===== config.mk =====
export PLATFORM = sky130hd
export DESIGN_NAME = mis_step
export DESIGN_NICKNAME = d
export VERILOG_FILES = /design/src/sv/merged_interval_set_core_macros.svh /design/src/sv/mis_pkg.sv /design/src/sv/mis_step.sv
export SDC_FILE = /design/constraint.sdc
export NUM_CORES = 1
export LEC_CHECK = 0
export ABC_CLOCK_PERIOD_IN_PS = 23200
export BUFFER_PORTS_ARGS = -buffer_cell sky130_fd_sc_hd__buf_2
export CORE_MARGIN = 8
export CORE_UTILIZATION = 45
export DETAILED_ROUTE_END_ITERATION = 12
export GPL_TIMING_DRIVEN = 1
export PLACE_DENSITY = 0.75
export SLEW_MARGIN = 10
export SYNTH_ARGS = -nofsm -noshare
export SYNTH_HDL_FRONTEND = slang
export SYNTH_SLANG_ARGS = --single-unit
export TNS_END_PERCENT = 30

===== constraint.sdc =====
create_clock -name vclk -period 23.2
set_input_delay 1.16 -clock vclk [all_inputs]
set_output_delay 1.16 -clock vclk [all_outputs]
set_load 0.02 [all_outputs]

===== src/sv/merged_interval_set_core_macros.svh =====
// assertion helpers for the interval set core
`ifndef MERGED_INTERVAL_SET_CORE_MACROS_SVH
`define MERGED_INTERVAL_SET_CORE_MACROS_SVH

// same-cycle implication, quiet during reset
`define MIS_ASSERT_NOW(label, pre, post) \
  label: assert property (@(posedge clk) disable iff (rst) (pre) |-> (post)) \
    else $error("interval set check failed");

// next-cycle implication, quiet during reset
`define MIS_ASSERT_NEXT(label, pre, post) \
  label: assert property (@(posedge clk) disable iff (rst) (pre) |=> (post)) \
    else $error("interval set check failed");

`endif


===== src/sv/mis_pkg.sv =====
package mis_pkg;

  // operation codes
  localparam logic [2:0] MODE_QUERY     = 3'd0;
  localparam logic [2:0] MODE_ADD_VALUE = 3'd1;
  localparam logic [2:0] MODE_ADD_RANGE = 3'd2;
  localparam logic [2:0] MODE_REMOVE    = 3'd3;
  localparam logic [2:0] MODE_POP       = 3'd4;
  localparam logic [2:0] MODE_PRUNE     = 3'd5;
  localparam logic [2:0] MODE_CLEAR     = 3'd6;

  // status codes
  localparam logic [1:0] ST_OK   = 2'd0;
  localparam logic [1:0] ST_MISS = 2'd1;
  localparam logic [1:0] ST_FULL = 2'd2;

  typedef struct packed {
    logic [2:0]  mode;
    logic [31:0] value;
    logic [31:0] value_high;
  } cmd_t;

  typedef struct packed {
    logic        was_member;
    logic [31:0] popped_value;
    logic [1:0]  status;
    logic [6:0]  range_count;
    logic [32:0] member_count;
  } rsp_t;

  typedef struct packed {
    logic [31:0] lo;
    logic [31:0] hi;
  } span_t;

  // range held back for merging or emitted one step late
  typedef struct packed {
    logic  valid;
    span_t s;
  } pend_t;

  typedef struct packed {
    logic [2:0]  mode;
    logic [31:0] value;
    logic        first;
  } step_ctl_t;

  typedef struct packed {
    logic  wr_en;
    span_t wr;
    logic  hit;
  } step_res_t;

  typedef enum logic [1:0] {
    S_IDLE,
    S_SCAN,
    S_FLUSH,
    S_DONE
  } state_t;

  function automatic logic [32:0] span_size(span_t s);
    return {1'b0, s.hi} - {1'b0, s.lo} + 33'd1;
  endfunction

endpackage


===== src/sv/mis_step.sv =====
module mis_step (
  input  mis_pkg::pend_t     p,
  input  mis_pkg::span_t     e,
  input  mis_pkg::step_ctl_t ctl,
  output mis_pkg::pend_t     p_next,
  output mis_pkg::step_res_t res
);
  import mis_pkg::*;

  logic        na;
  logic        nb;
  logic        hit;
  span_t       a;
  span_t       b;
  logic        merge;
  logic        below;
  logic [32:0] a_hi1;
  logic [32:0] p_hi1;

  // split the old range into the pieces this operation keeps
  always_comb begin
    hit = (e.lo <= ctl.value) && (ctl.value <= e.hi);
    na = 1'b1;
    nb = 1'b0;
    a  = e;
    b  = e;
    case (ctl.mode)
      MODE_REMOVE: begin
        if (hit) begin
          if (e.lo == e.hi) begin
            na = 1'b0;
          end else if (e.lo == ctl.value) begin
            a.lo = ctl.value + 32'd1;
          end else if (e.hi == ctl.value) begin
            a.hi = ctl.value - 32'd1;
          end else begin
            a.hi = ctl.value - 32'd1;
            nb   = 1'b1;
            b.lo = ctl.value + 32'd1;
          end
        end
      end
      MODE_POP: begin
        if (ctl.first) begin
          if (e.lo == e.hi) begin
            na = 1'b0;
          end else begin
            a.lo = e.lo + 32'd1;
          end
        end
      end
      MODE_PRUNE: begin
        na = (e.hi >= ctl.value);
      end
      MODE_CLEAR: begin
        na = 1'b0;
      end
      default: begin
      end
    endcase
  end

  // merge the piece with the held range or emit in order
  always_comb begin
    a_hi1 = {1'b0, a.hi} + 33'd1;
    p_hi1 = {1'b0, p.s.hi} + 33'd1;
    merge = (a_hi1 >= {1'b0, p.s.lo}) && (p_hi1 >= {1'b0, a.lo});
    below = (a_hi1 < {1'b0, p.s.lo});
    p_next    = p;
    res.hit   = hit;
    res.wr_en = 1'b0;
    res.wr    = a;
    if (na) begin
      if (!p.valid) begin
        res.wr_en = 1'b1;
      end else if (merge) begin
        p_next.s.lo = (a.lo < p.s.lo) ? a.lo : p.s.lo;
        p_next.s.hi = (a.hi > p.s.hi) ? a.hi : p.s.hi;
      end else if (below) begin
        res.wr_en = 1'b1;
      end else begin
        res.wr_en = 1'b1;
        res.wr    = p.s;
        p_next.s  = a;
      end
    end
    if (nb) begin
      p_next.valid = 1'b1;
      p_next.s     = b;
    end
  end

endmodule

==> qor.csv <==
stage,metric,value,unit
critical_path,data required time at the worst endpoint,22.04,ns
synth,Synthesized Nets,2108,
detailed_routing,DR iter-0 viols,2001,
critical_path,worst-path maximum fanout,67,
timing,fin crit share,0.469,
power_and_ir_drop,overall power,322,uW
floorplanning,num rows,58,
final_layout,Seq cells,0,
timing,Slew @ Worst Pin,1.16,ns
synth,"area leader, netlist",ha_1,
final_layout,clock buf count,0,
final_layout,fillcell total,2649,
place,pre-CTS setup slack,12.54,ns
critical_path,Worst Setup Start Kind,input port,
grt,pin count of the biggest net entering global routing,123,
detailed_routing,Via-to-Cell Ratio,6.54,
critical_path,Crit Path Class,in -> out,
timing,Final WS setup,12.32,ns
outcome,outcome,finished clean,
grt,number of global-route vias before repair,14300,
timing,sum of negative setup slack,0,ns
place,post-DP HPWL,51.7,mm
grt,GR Overflow Total,0,
critical_path,Worst EP arrival,9.72,ns
synth,Synth Cell Area,11600,sq um
place,Area after DPL,13200,sq um
floorplanning,Placeable Area,25300,sq um
floorplanning,die footprint,31100,sq um
place,GPL Wtd Cong,1.01,
grt,first-pass GRT wire length,87.4,mm
floorplanning,# IOs,296,
final_layout,most frequent cells in the layout,"296 x buf_2, 196 x ha_1, 157 x nand2_1, 150 x inv_1, 146 x nor2_1",
critical_path,critical path capture point type,output pin,
timing,setup violators final,0,
critical_path,CP bufs+invs,5,
synth,Ys Warns,0,
final_layout,"most common cell after layout, fill and taps aside",buf_2,
timing,final worst path period need,10.88,ns
detailed_routing,post-route ant nets,0,
synth,Synth Area per Inst,6.63,sq um
final_layout,Final Instance Area,13200,sq um
floorplanning,die height,176,um
synth,"top cells by area, synth","ha_1 21%, xnor2_1 7.9%, a21oi_1 5.4%, mux2i_1 5.3%, nand2_1 5.1%",
clocking,CTS-repair resized insts,0,
final_layout,FF+latch area,0,sq um
detailed_routing,DRC viols,0,
grt,initial antenna violation count,0,
detailed_routing,Avg WL per Cell,26.2,um
final_layout,share of cells above drive strength 1,0.176,
synth,Synth top area share,0.212,
synth,register area share after synthesis,0,
min_path,worst min path class,in -> out,
synth,post-synth cell types,71,
detailed_routing,first drt pass iteration count,6,
critical_path,Top Family by Delay on Critical Path,compound AO/OA/AOI/OAI gates,
detailed_routing,Vias,15100,
power_and_ir_drop,Peak VDD IR,0.0000176,V
place,Port Buffer Count,296,
timing,worst rel slew slack,0.225,
power_and_ir_drop,Pwr Density,24.3,nW/um^2
synth,cell count after synthesis,1747,
final_layout,Ant. Diodes,0,
timing,unrepaired setup endpoints after global routing,no,
timing,Final Slew Violations,0,
detailed_routing,overall routed net length,60.4,mm
final_layout,nets,2338,
critical_path,CP max stage cell,a21oi_1,
final_layout,area delta synth->final,14.3,%
floorplanning,Die X,176,um
timing,Max Freq,91.9,MHz
clocking,Post-CTS Setup Bufs,0,
run,max-cap violations,0,
timing,Final Hold Viols,0,
power_and_ir_drop,Leakage,0.00609,uW
critical_path,largest stage delay on the critical path,0.84,ns
grt,GRT Overall Usage,0.364,
floorplanning,Initial Util,0.459,
clocking,Post-CTS Hold Buffers,0,
-- path summary, 6_finish.rpt --
path	start	depth (start not counted)	endpoint	slack (ns)
worst min-delay path	p[33]	4	res[34]	2.67
worst max-delay path	ctl[21]	26	p_next[60]	12.32
-- synth_stat cells (9+ instances only) --
cell and number:
inv_1 150, and4_1 10, nor2_1 147, buf_2 17
nor3_1 53, a211oi_1 16, nand4_1 63, or4_1 9
nand2b_1 9, nor2b_1 15, nand2_1 157, a21oi_1 126
nand3_1 89, or3_1 12, a21o_1 35, o211ai_1 23
o21bai_1 9, xnor2_1 104, and3_1 27, a31oi_1 20
nor4_1 32, o21a_1 25, clkbuf_1 52, o21ai_0 86
mux2i_1 61, a211o_1 9, ha_1 196, xor2_1 43
a2bb2oi_1 26
-- routing by layer --
layer | track usage | vias to the layer above | wire [um]
li1 | - | 6871 | -
met1 | 0.511 | 7055 | 25400
met2 | 0.551 | 1021 | 25400
met3 | 0.0534 | 129 | 7240
met4 | 0.132 | 0 | 2420
met5 | 0 | - | 0
-- through the flow --
stage	instances	hold slack [ns]	util
6_report	2305	2.67	0.525
5_1_grt	2305	2.69	0.525
4_1_cts	2305	2.67	0.525
3_5_place_dp	2305	2.66	0.525
3_3_place_gp	2305	2.66	0.525
2_1_floorplan	1747	2.51	-
-- power by group --
part           internal (uW)  leakage, uW  switching, uW  total [uW]
sequential                 0            0              0           0
clock                      0            0              0           0
combinational            110      0.00609            212         322
-- cells by family after synthesis --
group,after synthesis,synth area share
xor+xnor,147,0.111
mux,69,0.0608
buf+inv,238,0.0838
simple gates,650,0.277
compound gates,447,0.256
fa+ha+maj,196,0.212
-- final cells by class --
class                      count  area [sq um]  area share
inverter                     153           574      0.0434
multi-input combinational   1509         10700       0.804
tap                          330           413      0.0312
timing repair buffer         313          1610       0.121
(Power assumes the default switching activity.)
